[src/assert_macros.svh]
// Assertion macros used by the top RTL file of the alarm escalator.
`ifndef ASSERT_MACROS_SVH
`define ASSERT_MACROS_SVH

`ifndef SYNTHESIS

// Same-cycle implication, checked at every rising edge outside reset.
`define SWAE_ASSERT_NOW(lbl, ck, rst_n, ante, cons) \
	lbl: assert property (@(posedge ck) disable iff (!rst_n) (ante) |-> (cons)) \
		else $error("swae assertion failed");

// Next-cycle implication, checked at every rising edge outside reset.
`define SWAE_ASSERT_NEXT(lbl, ck, rst_n, ante, cons) \
	lbl: assert property (@(posedge ck) disable iff (!rst_n) (ante) |=> (cons)) \
		else $error("swae assertion failed");

`else

`define SWAE_ASSERT_NOW(lbl, ck, rst_n, ante, cons)
`define SWAE_ASSERT_NEXT(lbl, ck, rst_n, ante, cons)

`endif

`endif

[src/swae_pkg.sv]
// Types, register indexes and reset constants of the sensor window alarm escalator.
package swae_pkg;

	typedef enum logic [1:0] {
		MOOD_OK    = 2'd0,
		MOOD_ALARM = 2'd1,
		MOOD_CRIT  = 2'd2
	} mood_t;

	typedef enum logic [2:0] {
		REG_TEMP_LOW    = 3'd0,
		REG_TEMP_HIGH   = 3'd1,
		REG_HUMID_LOW   = 3'd2,
		REG_HUMID_HIGH  = 3'd3,
		REG_SOIL_LOW    = 3'd4,
		REG_SOIL_HIGH   = 3'd5,
		REG_LIGHT_NEED  = 3'd6,
		REG_ESCALATE    = 3'd7
	} reg_index_t;

	localparam logic [31:0] DEBOUNCE_MS_DEF        = 32'd300000;
	localparam logic [7:0]  ALARM_DARK_DAYS_DEF    = 8'd1;
	localparam logic [7:0]  CRITICAL_DARK_DAYS_DEF = 8'd2;

	localparam logic signed [11:0] TEMP_LOW_RST  = 12'sd150;
	localparam logic signed [11:0] TEMP_HIGH_RST = 12'sd300;
	localparam logic [9:0]  HUMID_LOW_RST  = 10'd300;
	localparam logic [9:0]  HUMID_HIGH_RST = 10'd800;
	localparam logic [9:0]  SOIL_LOW_RST   = 10'd200;
	localparam logic [9:0]  SOIL_HIGH_RST  = 10'd800;
	localparam logic [26:0] LIGHT_NEED_RST = 27'd28800000;
	localparam logic [31:0] ESCALATE_RST   = 32'd43200000;

	typedef struct packed {
		logic [31:0]        now_ms;
		logic               sample_valid;
		logic signed [11:0] temperature;
		logic [9:0]         humidity;
		logic [9:0]         moisture;
		logic               light_seen;
		logic               link_up;
		logic               clock_synced;
		logic [8:0]         day_of_year;
	} smp_t;

	typedef struct packed {
		logic [1:0] mood;
		logic       all_good;
		logic [7:0] dark_days;
	} rpt_t;

	typedef struct packed {
		logic signed [11:0] temp_low;
		logic signed [11:0] temp_high;
		logic [9:0]         humid_low;
		logic [9:0]         humid_high;
		logic [9:0]         soil_low;
		logic [9:0]         soil_high;
		logic [26:0]        light_need_ms;
		logic [31:0]        escalate_ms;
	} cfg_t;

endpackage

[src/swae_step.sv]
// State registers and per-sample update logic: light tracking, window checks and mood machine.
module swae_step #(
	parameter logic [31:0] DEBOUNCE_MS        = swae_pkg::DEBOUNCE_MS_DEF,
	parameter logic [7:0]  ALARM_DARK_DAYS    = swae_pkg::ALARM_DARK_DAYS_DEF,
	parameter logic [7:0]  CRITICAL_DARK_DAYS = swae_pkg::CRITICAL_DARK_DAYS_DEF
) (
	input  logic            clk,
	input  logic            arst_n,
	input  logic            en,
	input  swae_pkg::smp_t  smp,
	input  swae_pkg::cfg_t  cfg,
	output swae_pkg::rpt_t  rpt
);

	swae_pkg::mood_t mood_q, mood_n;
	logic        last_good_q;
	logic [31:0] change_stamp_q;
	logic        timer_on_q, timer_on_n;
	logic [31:0] timer_stamp_q, timer_stamp_n;
	logic        light_started_q, light_started_n;
	logic        day_known_q, day_known_n;
	logic [8:0]  last_day_q, last_day_n;
	logic [7:0]  dark_q, dark_n;
	logic [31:0] light_accum_q, light_accum_n;
	logic [31:0] light_stamp_q, light_stamp_n;

	logic        good, settled, changed, upd;
	logic [31:0] change_stamp_n;

	assign upd = en && smp.sample_valid;

	// Light tracking; only runs while the link is up.
	always_comb begin
		logic [31:0] base_stamp;
		logic [31:0] accum_base;
		logic [32:0] sum;
		logic        day_change;
		base_stamp      = light_started_q ? light_stamp_q : smp.now_ms;
		day_change      = day_known_q && (smp.day_of_year != last_day_q);
		accum_base      = day_change ? 32'd0 : light_accum_q;
		sum             = {1'b0, accum_base} + {1'b0, smp.now_ms - base_stamp};
		light_started_n = light_started_q;
		light_stamp_n   = light_stamp_q;
		day_known_n     = day_known_q;
		last_day_n      = last_day_q;
		dark_n          = dark_q;
		light_accum_n   = light_accum_q;
		if (smp.link_up) begin
			light_started_n = 1'b1;
			light_stamp_n   = base_stamp;
			if (smp.clock_synced) begin
				if (day_change) begin
					if (light_accum_q < {5'd0, cfg.light_need_ms}) begin
						if (dark_q != 8'hFF) begin
							dark_n = dark_q + 8'd1;
						end
					end else begin
						dark_n = 8'd0;
					end
					last_day_n = smp.day_of_year;
				end else if (!day_known_q) begin
					last_day_n  = smp.day_of_year;
					day_known_n = 1'b1;
				end
				light_accum_n = accum_base;
				if (smp.light_seen) begin
					light_accum_n = sum[32] ? 32'hFFFF_FFFF : sum[31:0];
				end
				light_stamp_n = smp.now_ms;
			end
		end
	end

	// Combined condition and debounce.
	always_comb begin
		logic sens_ok;
		logic light_ok;
		sens_ok = ($signed(smp.temperature) >= $signed(cfg.temp_low)) &&
			($signed(smp.temperature) <= $signed(cfg.temp_high)) &&
			(smp.humidity >= cfg.humid_low) && (smp.humidity <= cfg.humid_high) &&
			(smp.moisture >= cfg.soil_low) && (smp.moisture <= cfg.soil_high);
		light_ok       = !light_started_n || (dark_n < ALARM_DARK_DAYS);
		good           = sens_ok && light_ok;
		changed        = good != last_good_q;
		change_stamp_n = changed ? smp.now_ms : change_stamp_q;
		settled        = (smp.now_ms - change_stamp_n) >= DEBOUNCE_MS;
	end

	// Mood machine: next state.
	always_comb begin
		logic expired;
		logic too_dark;
		expired  = timer_on_q && ((smp.now_ms - timer_stamp_q) >= cfg.escalate_ms);
		too_dark = light_started_n && (dark_n >= CRITICAL_DARK_DAYS);
		mood_n   = mood_q;
		unique case (mood_q)
			swae_pkg::MOOD_OK: begin
				if (!good && settled) begin
					mood_n = swae_pkg::MOOD_ALARM;
				end
			end
			swae_pkg::MOOD_ALARM: begin
				if (good && settled) begin
					mood_n = swae_pkg::MOOD_OK;
				end else if (!good && (expired || too_dark)) begin
					mood_n = swae_pkg::MOOD_CRIT;
				end
			end
			default: begin
				// Critical, and the unused code treated as critical.
				if (good && settled) begin
					mood_n = swae_pkg::MOOD_OK;
				end
			end
		endcase
	end

	// Mood machine: escalation timer control.
	always_comb begin
		timer_on_n    = timer_on_q;
		timer_stamp_n = timer_stamp_q;
		unique case (mood_q)
			swae_pkg::MOOD_OK: begin
				if (!good && settled && !timer_on_q) begin
					timer_on_n    = 1'b1;
					timer_stamp_n = smp.now_ms;
				end
			end
			default: begin
				if (good && settled) begin
					timer_on_n = 1'b0;
				end
			end
		endcase
	end

	always_ff @(posedge clk or negedge arst_n) begin
		if (!arst_n) begin
			mood_q          <= swae_pkg::MOOD_OK;
			last_good_q     <= 1'b1;
			change_stamp_q  <= 32'd0;
			timer_on_q      <= 1'b0;
			timer_stamp_q   <= 32'd0;
			light_started_q <= 1'b0;
			day_known_q     <= 1'b0;
			last_day_q      <= 9'd0;
			dark_q          <= 8'd0;
			light_accum_q   <= 32'd0;
			light_stamp_q   <= 32'd0;
		end else if (upd) begin
			mood_q          <= mood_n;
			last_good_q     <= good;
			change_stamp_q  <= change_stamp_n;
			timer_on_q      <= timer_on_n;
			timer_stamp_q   <= timer_stamp_n;
			light_started_q <= light_started_n;
			day_known_q     <= day_known_n;
			last_day_q      <= last_day_n;
			dark_q          <= dark_n;
			light_accum_q   <= light_accum_n;
			light_stamp_q   <= light_stamp_n;
		end
	end

	// An invalid sample reports the held state unchanged.
	always_comb begin
		if (smp.sample_valid) begin
			rpt.mood      = mood_n;
			rpt.all_good  = good;
			rpt.dark_days = dark_n;
		end else begin
			rpt.mood      = mood_q;
			rpt.all_good  = last_good_q;
			rpt.dark_days = dark_q;
		end
	end

endmodule

[src/sensor_window_alarm_escalator_top.sv]
// An accepted item is registered in smp_s1; its result from swae_step is then registered in rpt_q.
// One item per cycle while the output is not stalled; swae_step works out its next state combinationally.
// A waiting result holds the item in the input register, so the input stalls only once
// that register is full as well. arst_n clears all state and loads the default thresholds.
// Configuration writes are always taken (cfg_ready stays high).
`include "assert_macros.svh"

module sensor_window_alarm_escalator_top #(
	parameter logic [31:0] DEBOUNCE_MS        = swae_pkg::DEBOUNCE_MS_DEF,
	parameter logic [7:0]  ALARM_DARK_DAYS    = swae_pkg::ALARM_DARK_DAYS_DEF,
	parameter logic [7:0]  CRITICAL_DARK_DAYS = swae_pkg::CRITICAL_DARK_DAYS_DEF
) (
	input  logic           clk,
	input  logic           arst_n,
	input  logic           smp_valid,
	output logic           smp_stall,
	input  swae_pkg::smp_t smp,
	output logic           rpt_valid,
	input  logic           rpt_stall,
	output swae_pkg::rpt_t rpt,
	input  logic           cfg_valid,
	output logic           cfg_ready,
	input  logic [2:0]     cfg_index,
	input  logic [31:0]    cfg_data
);

	swae_pkg::smp_t smp_s1;
	logic           smp_valid_s1;
	swae_pkg::rpt_t rpt_q, rpt_n;
	logic           rpt_valid_q;
	swae_pkg::cfg_t cfg_q;
	logic           advance;

	assign cfg_ready = 1'b1;
	assign advance   = !rpt_valid_q || !rpt_stall;
	assign smp_stall = smp_valid_s1 && !advance;
	assign rpt_valid = rpt_valid_q;
	assign rpt       = rpt_q;

	always_ff @(posedge clk or negedge arst_n) begin
		if (!arst_n) begin
			cfg_q.temp_low      <= swae_pkg::TEMP_LOW_RST;
			cfg_q.temp_high     <= swae_pkg::TEMP_HIGH_RST;
			cfg_q.humid_low     <= swae_pkg::HUMID_LOW_RST;
			cfg_q.humid_high    <= swae_pkg::HUMID_HIGH_RST;
			cfg_q.soil_low      <= swae_pkg::SOIL_LOW_RST;
			cfg_q.soil_high     <= swae_pkg::SOIL_HIGH_RST;
			cfg_q.light_need_ms <= swae_pkg::LIGHT_NEED_RST;
			cfg_q.escalate_ms   <= swae_pkg::ESCALATE_RST;
		end else if (cfg_valid && cfg_ready) begin
			unique case (swae_pkg::reg_index_t'(cfg_index))
				swae_pkg::REG_TEMP_LOW:   cfg_q.temp_low      <= $signed(cfg_data[11:0]);
				swae_pkg::REG_TEMP_HIGH:  cfg_q.temp_high     <= $signed(cfg_data[11:0]);
				swae_pkg::REG_HUMID_LOW:  cfg_q.humid_low     <= cfg_data[9:0];
				swae_pkg::REG_HUMID_HIGH: cfg_q.humid_high    <= cfg_data[9:0];
				swae_pkg::REG_SOIL_LOW:   cfg_q.soil_low      <= cfg_data[9:0];
				swae_pkg::REG_SOIL_HIGH:  cfg_q.soil_high     <= cfg_data[9:0];
				swae_pkg::REG_LIGHT_NEED: cfg_q.light_need_ms <= cfg_data[26:0];
				swae_pkg::REG_ESCALATE:   cfg_q.escalate_ms   <= cfg_data;
				default: begin
				end
			endcase
		end
	end

	always_ff @(posedge clk or negedge arst_n) begin
		if (!arst_n) begin
			smp_valid_s1 <= 1'b0;
		end else if (!smp_stall) begin
			smp_valid_s1 <= smp_valid;
		end
	end

	always_ff @(posedge clk) begin
		if (!smp_stall && smp_valid) begin
			smp_s1 <= smp;
		end
	end

	swae_step #(
		.DEBOUNCE_MS        (DEBOUNCE_MS),
		.ALARM_DARK_DAYS    (ALARM_DARK_DAYS),
		.CRITICAL_DARK_DAYS (CRITICAL_DARK_DAYS)
	) u_step (
		.clk    (clk),
		.arst_n (arst_n),
		.en     (smp_valid_s1 && advance),
		.smp    (smp_s1),
		.cfg    (cfg_q),
		.rpt    (rpt_n)
	);

	always_ff @(posedge clk or negedge arst_n) begin
		if (!arst_n) begin
			rpt_valid_q <= 1'b0;
		end else if (advance) begin
			rpt_valid_q <= smp_valid_s1;
		end
	end

	always_ff @(posedge clk) begin
		if (advance && smp_valid_s1) begin
			rpt_q <= rpt_n;
		end
	end

	// A blocked result with a full input stage must hold off the upstream side.
	`SWAE_ASSERT_NOW(a_full_stalls, clk, arst_n, smp_valid_s1 && rpt_valid_q && rpt_stall, smp_stall)
	// An accepted item always lands in the input stage.
	`SWAE_ASSERT_NEXT(a_accept_lands, clk, arst_n, smp_valid && !smp_stall, smp_valid_s1)
	// A taken result with nothing behind it leaves the output empty.
	`SWAE_ASSERT_NEXT(a_out_drains, clk, arst_n, rpt_valid_q && !rpt_stall && !smp_valid_s1, !rpt_valid_q)

endmodule

[config.mk]
export PLATFORM = sky130hd
export DESIGN_NAME = sensor_window_alarm_escalator_top
export DESIGN_NICKNAME = d
export VERILOG_FILES = /design/src/swae_pkg.sv /design/src/swae_step.sv /design/src/sensor_window_alarm_escalator_top.sv
export VERILOG_INCLUDE_DIRS = /design/src /design/src/src
export SDC_FILE = /design/constraint.sdc
export NUM_CORES = 1
export LEC_CHECK = 0
export ABC_AREA = 1
export BUFFER_PORTS_ARGS = -buffer_cell sky130_fd_sc_hd__buf_2
export CAP_MARGIN = 15
export CELL_PAD_IN_SITES_DETAIL_PLACEMENT = 0
export CELL_PAD_IN_SITES_GLOBAL_PLACEMENT = 2
export CORE_MARGIN = 3
export CORE_UTILIZATION = 38
export DETAILED_ROUTE_END_ITERATION = 10
export GPL_TIMING_DRIVEN = 0
export HOLD_SLACK_MARGIN = 0.05
export PLACE_DENSITY = 0.83
export SLEW_MARGIN = 20
export SYNTH_ARGS = -nofsm -noshare
export SYNTH_HDL_FRONTEND = slang
export SYNTH_SLANG_ARGS = --single-unit
[constraint.sdc]
create_clock -name clk -period 6.1 [get_ports clk]
set_input_delay 0.61 -clock clk [delete_from_list [all_inputs] [get_ports clk]]
set_output_delay 0.61 -clock clk [all_outputs]
set_load 0.01 [all_outputs]
**Yosys cells after proc, flatten, opt, wreduce, memory -nomap -nowiden**

Index checks and enable logic that the tools add are counted.

- Equality and inequality tests: 13
- Reductions and logical operators: 44
- $lt $le $gt $ge: 11
- Add/sub/neg operators: 5
- Mux-type cells: 23
- Bitwise gates (word level): 1

Operators by type and width:

| operator | count |
|---|---|
| 2-to-1 mux 32 bit | 6 |
| subtractor 32 bit | 3 |
| 2-to-1 mux 8 bit | 5 |
| adder 32 x 32 -> 33 bit | 1 |
| greater-or-equal comparator 32 x 19 -> 1 bit, second input constant | 1 |
| greater-or-equal comparator 32 bit | 1 |
| less-than comparator 32 x 27 -> 1 bit | 1 |
| greater-or-equal comparator 10 bit | 2 |
| less-or-equal comparator 10 bit | 2 |
| 2-to-1 mux 9 bit | 2 |
| AND reduction 2 bit | 9 |
| logical AND 1 bit | 17 |
| equality test 3 bit, second input constant | 4 |
| greater-or-equal comparator 12 bit | 1 |
| less-or-equal comparator 12 bit | 1 |
| 2-to-1 mux 11 bit | 1 |
| != test 9 bit | 1 |
| AND reduction 3 bit | 3 |
| adder 8 x 1 -> 8 bit, second input constant | 1 |
| greater-or-equal comparator 8 x 2 -> 1 bit, second input constant | 1 |
| less-than comparator 8 x 1 -> 1 bit, second input constant | 1 |
| 2-to-1 mux 2 bit | 4 |
| != test 8 bit, second input constant | 1 |
| AND reduction 4 bit | 2 |
| other kinds (14) | 26 |

- Register bits: 364
- Input port bits: 117
- Output and inout port bits: 14

**Depth between registers and ports, before layout**

- Word-level depth: 17
- Mapped depth: 54
- Mapped depth without buffers: 50

**By module**

A second synthesis with hierarchy kept.

- Cells, all modules: 3073
- Area total of the unflattened synthesis: 24424.7 sq um

By module, submodules not included:

| module | instances | area each (sq um) | cells an instance | sequential area each (sq um) |
|---|---|---|---|---|
| swae_step | 1 | 16859.9 | 2421 | 3779.9 |
| sensor_window_alarm_escalator_top | 1 | 7564.8 | 652 | 5821.8 |

**Worst setup path before layout**

No wires, ideal clock.

- Kind: register to register
- Start point: reg cfg_q[68] in the netlist's numbering
- End point: reg u_step.timer_stamp_q[22]
- Buffers on the path: 5
- Data required time: 5982 ps
- Slack: 482 ps
- Clock period less this slack: 5618 ps
- Arrival: 5501 ps
- Stages on the path, launching flop included: 50
- Path through: dfstp_2 inv_1 ha_1 nand2_1 nor2_1 nand4_1 nor2_1 nand2_1 nand2_1 inv_1 nor2_1 nand2_1 a21oi_1 nand3_1 nor2_2 nand2_4 nand2_2 nand2_4 (+14 left out) nand2_1 nand4_1 nand2_1 nand2_1 nand2_2 nand2_2 nand2_1 nand2_1 nand2_1 nor2_1 nand2_1 nor2_1 nor2_1 nand3_2 nand3_4 buf_6 nand2_1 o21ai_2

- Cells in the longest elaborated chain, start to end: 10
- Elaborated cells on any way between the ends: 11
- Classes of those cells: add/sub: 1; order compare: 2; eq/ne: 1; mux: 1; reduce/logical: 6

RTL lines:

| item | line | source |
|---|---|---|
| start: declaration | sensor_window_alarm_escalator_top.sv:31 | `swae_pkg::cfg_t cfg_q;` |
| less-or-equal comparator 10 bit (*) | swae_step.sv:81 | `(smp.moisture >= cfg.soil_low) && (smp.moisture <= cfg.soil_high);` |
| logical AND 1 bit (*) | swae_step.sv:81 |  |
| logical AND 1 bit (*) | swae_step.sv:83 | `good = sens_ok && light_ok;` |
| != test 1 bit | swae_step.sv:84 | `changed = good != last_good_q;` |
| 2-to-1 mux 32 bit | swae_step.sv:85 | `change_stamp_n = changed ? smp.now_ms : change_stamp_q;` |
| subtractor 32 bit | swae_step.sv:86 | `settled = (smp.now_ms - change_stamp_n) >= DEBOUNCE_MS;` |
| greater-or-equal comparator 32 x 19 -> 1 bit | swae_step.sv:86 |  |
| logical AND 1 bit (*) (2 in series) | swae_step.sv:124 | `if (!good && settled && !timer_on_q) begin` |
| AND reduction 3 bit (no line) (*) | n/a |  |
| end signal: assignment | swae_step.sv:155 | `timer_stamp_q <= timer_stamp_n;` |
| end: declaration | swae_step.sv:19 | `logic [31:0] timer_stamp_q, timer_stamp_n;` |

Every way passes the cells marked *; elsewhere a longest branch is shown, timed or not.
A chain may end at the register's enable or synchronous reset.

**Worst setup path in the final report**

- Start point: reg cfg_q[55] in the netlist's numbering
- End point: reg u_step.timer_stamp_q[18]

- Cells in the longest elaborated chain, start to end: 15
- Elaborated cells on any way between the ends: 16
- Classes of those cells: add/sub: 1; order compare: 3; eq/ne: 1; mux: 5; reduce/logical: 6

RTL lines:

| item | line | source |
|---|---|---|
| less-than comparator 32 x 27 -> 1 bit (*) | swae_step.sv:53 | `if (light_accum_q < {5'd0, cfg.light_need_ms}) begin` |
| 2-to-1 mux 8 bit (*) | swae_step.sv:53 |  |
| 2-to-1 mux 8 bit (*) | swae_step.sv:52 | `if (day_change) begin` |
| 2-to-1 mux 8 bit (*) | swae_step.sv:51 | `if (smp.clock_synced) begin` |
| 2-to-1 mux 8 bit (*) | swae_step.sv:48 | `if (smp.link_up) begin` |
| less-than comparator 8 x 1 -> 1 bit (*) | swae_step.sv:82 | `light_ok = !light_started_n \|\| (dark_n < ALARM_DARK_DAYS);` |
| logical OR 1 bit (*) | swae_step.sv:82 |  |
| logical AND 1 bit (*) | swae_step.sv:83 |  |
| != test 1 bit | swae_step.sv:84 |  |
| 2-to-1 mux 32 bit | swae_step.sv:85 |  |
| subtractor 32 bit | swae_step.sv:86 |  |
| greater-or-equal comparator 32 x 19 -> 1 bit | swae_step.sv:86 |  |
| logical AND 1 bit (*) (2 in series) | swae_step.sv:124 |  |
| AND reduction 3 bit (no line) (*) | n/a |  |

Marks and branches as above.

==> impl_metrics.tcl <==
set metrics [dict create \
    finalNetCount 3531 \
    synth.avg_cell_area_um2 8.087 \
    synth_warnings 0 \
    io_buffers 129 \
    grt_pass1_vias 19720 \
    ys_seq_area_share_pct 40.52 \
    clock_skew_ns 0.03455 \
    vias 19900 \
    drt_iter0_drc 1161 \
    hold_viol 0 \
    synth_flop_cell "dfrtp_1" \
    clock-sinks 364 \
    irDropWorstVdd_mv 0.2568 \
    worst_pin_slew_ns 0.8061 \
    dieArea_um2 65390 \
    reg2reg_to "u_step.timer_stamp_q[18]$_DFFE_PN0P_" \
    clock_path_buffers 3 \
    ys_ff_latch 364 \
    period_needed_ns 5.835 \
    min_path_type "in -> reg" \
    holdWs_ns 0.1962 \
    rsz0062_at_grt "yes" \
    startpoint_type "flip-flop" \
    cts_inserted_buffers 45 \
    synth_top_area_share_pct 24.71 \
    cts_tree "yes" \
    netlist_instances 2930 \
    synth.most_common_cell "nand2_1" \
    drive_above_1_share_pct 16.72 \
    critical_path.max_stage_delay_ns 0.51 \
    grt_start_max_net_pins 93 \
    relSlewSlack_pct 46.26 \
    path_max_fanout 8 \
    status "completed" \
    critPathKind "reg -> reg" \
    ant_nets 0 \
    slew_violations 0 \
    holdCritStartpoint "smp[49]" \
    cts_root_buffer "clkbuf_16" \
    synth_top_area_cell "dfrtp_1" \
    core-area_um2 61030 \
    num_rows 90 \
    fmax_ghz 0.1714 \
    setup_viol 0 \
    start_util_pct 38.82 \
    hold_path_end "smp_s1[49]$_DFFE_PP_" \
    dpl_cell_area_um2 25510 \
    wirelength_um 67130 \
    netlist-cell-type-count 56 \
    htreeDepth 2 \
    r2r_start "cfg_q[55]$_DFFE_PN1P_" \
    ios 131 \
    dieHeight_um 255.7 \
    worst_ep_required_time_ns 6.56 \
    syn_area_um2 23700 \
    holdPathStages 1 \
    grt_util_all_layers_pct 20.18 \
    clk_pin_slew_ns 0.06 \
    dp_hpwl_um 52430 \
    synth_common_cells "nand2_1, inv_1, o21ai_0" \
    grt_overflow 0 \
    reg2regPathDepth 48 \
    fin_area_um2 28220 \
    fill_cells 6055 \
    instances_no_fill 4028 \
    tns_ns 0 \
    placed_cells 3892 \
    ff2ff_setup_slack_ns 0.26 \
    crit_path_top_delay_cell "dfstp_2" \
    postSynth.asyncResetShare_pct 75.82 \
    end_kind "flip-flop" \
    wire_per_inst_um 16.66 \
    post-route-util_pct 46.24 \
    synthTopCellsByArea "dfrtp_1, ha_1, edfxtp_1" \
    period_share_pct 95.66 \
    power.leakage_nw 13.40 \
    die_w_um 255.7 \
    drc_errors 0 \
    synthesis.nets 3296 \
    cp_data_arrival_time_ns 6.29 \
    insertedDiodeCount 0 \
    routabilityCongestion 0.8739 \
    vias_per_cell 4.939 \
    drv_cap 0 \
    antenna_found_initial 0 \
    insertion_delay_ns 0.59 \
    syn2layout_area_growth_pct 19.10 \
    synth_edf_count 88 \
    first_pass_iters 5 \
    grt_pass1_wl_um 106300 \
    p_per_area_nw_per_um2 396.8 \
]
[report_power, final]
part	total [W]	leakage, nW	switching (W)	internal, W
combinational	0.00509	8.48	0.00311	0.00198
clock	0.00268	0.705	0.00109	0.00159
sequential	0.00343	4.22	0.000329	0.00310
[through the flow]
| step | setup slack [ns] | total power, W |
|---|---|---|
| 4_1_cts | 0.0005445 | 0.01095 |
| 2_1_floorplan | 0.4815 | 0.006873 |
| 5_1_grt | -0.1619 | 0.01221 |
| 3_5_place_dp | -1.739 | 0.008113 |
| 3_3_place_gp | -1.699 | 0.008003 |
| 6_report | 0.2648 | 0.01120 |
[critical path: cells and delay by family (launching register included)]
| kind | cells | cell delay (ns) |
|---|---|---|
| buffers and inverters | 8 | 0.96 |
| adders and majority gates | 2 | 0.52 |
| and+or+nand+nor | 34 | 3.11 |
| DFF | 1 | 0.51 |
| AOI/OAI and AO/OA | 4 | 0.56 |
[kinds of logic (layout without fill, tap and decap cells)]
family / after synthesis / count (layout) / synth area share, %
DFF: 364 / 364 / 40.52
and+or+nand+nor: 1038 / 1039 / 18.72
adders and majority gates: 249 / 249 / 13.27
other: 1 / 1 / 0.01583
buffers and inverters: 494 / 763 / 8.084
xor gates and xnor gates: 99 / 99 / 3.659
AOI/OAI and AO/OA: 677 / 677 / 15.34
muxes: 8 / 8 / 0.3802
[final cells by class]
type,count,area (um^2),area share [%]
plain buffers,74,445.4,1.578
clock buffers,57,1171,4.150
clock inverters,25,304.0,1.077
inverters,418,1579,5.595
multi-input cells,2073,12810,45.39
flip-flops and latches,364,9603,34.03
well taps,828,1036,3.671
repair buffers,189,1272,4.509
[cells in the final DEF (no fill, tap or decap), types with 27 or more instances in the layout]
cell type	count
dfstp_2	42
nor2_1	140
nand4_1	27
dfrtp_1	233
clkbuf_1	65
buf_4	47
a21oi_1	194
nand2_2	51
clkbuf_16	47
nand2_1	623
ha_1	235
o21ai_0	327
nand3_1	95
edfxtp_1	88
xor2_1	69
o21ai_1	38
inv_1	401
xnor2_1	29
buf_2	130
o21ai_2	30
[state kept, by name (all words and copies together) (netlist names)]
name                    flops
cfg_q                     123
rpt_valid                   1
u_step.light_accum_q       32
rpt                        11
smp_s1                     77
u_step.last_day_q           9
smp_valid_s1                1
u_step.light_started_q      1
u_step.change_stamp_q      32
u_step.day_known_q          1
u_step.light_stamp_q       32
u_step.last_good_q          1
u_step.timer_stamp_q       32
u_step.dark_q               8
u_step.timer_on_q           1
u_step.mood_q               2
[worst max path at each step]
stage / from / end / slack [ns] / depth (start not counted)
finish: cfg_q[55]$_DFFE_PN1P_ / u_step.timer_stamp_q[18]$_DFFE_PN0P_ / 0.26 / 48
global route: cfg_q[46]$_DFFE_PN1P_ / u_step.timer_stamp_q[9]$_DFFE_PN0P_ / -0.16 / 48
CTS: cfg_q[68]$_DFFE_PN1P_ / u_step.timer_stamp_q[11]$_DFFE_PN0P_ / 0.0005 / 45
detailed placement: cfg_q[55]$_DFFE_PN1P_ / u_step.timer_stamp_q[27]$_DFFE_PN0P_ / -1.74 / 47
global placement: cfg_q[55]$_DFFE_PN1P_ / u_step.timer_stamp_q[31]$_DFFE_PN0P_ / -1.70 / 44
floorplan: cfg_q[68]$_DFFE_PN1P_ / u_step.timer_stamp_q[22]$_DFFE_PN0P_ / 0.48 / 49
[repair_timing]
item                                    in CTS  in global routing
gates cloned                                 1                  4
hold buffers                                 1                  0
gates resized for setup                     65                169
endpoints found under the setup margin      69                 69
buffers inserted                            14                 36
pin swaps                                   11                 55
endpoints found under the hold margin       34                  0
[layer usage]
| metal | GRT usage (%) | vias to the layer above | wire, um | share of wire (%) |
|---|---|---|---|---|
| li1 | - | 10180 | - | - |
| met1 | 27.90 | 9316 | 32070 | 48 |
| met2 | 34.33 | 322 | 31680 | 47 |
| met3 | 2.009 | 80 | 2090 | 3.1 |
| met4 | 4.371 | 0 | 1292 | 1.9 |
| met5 | 0 | - | 0 | 0 |
(Power assumes the default switching activity.)
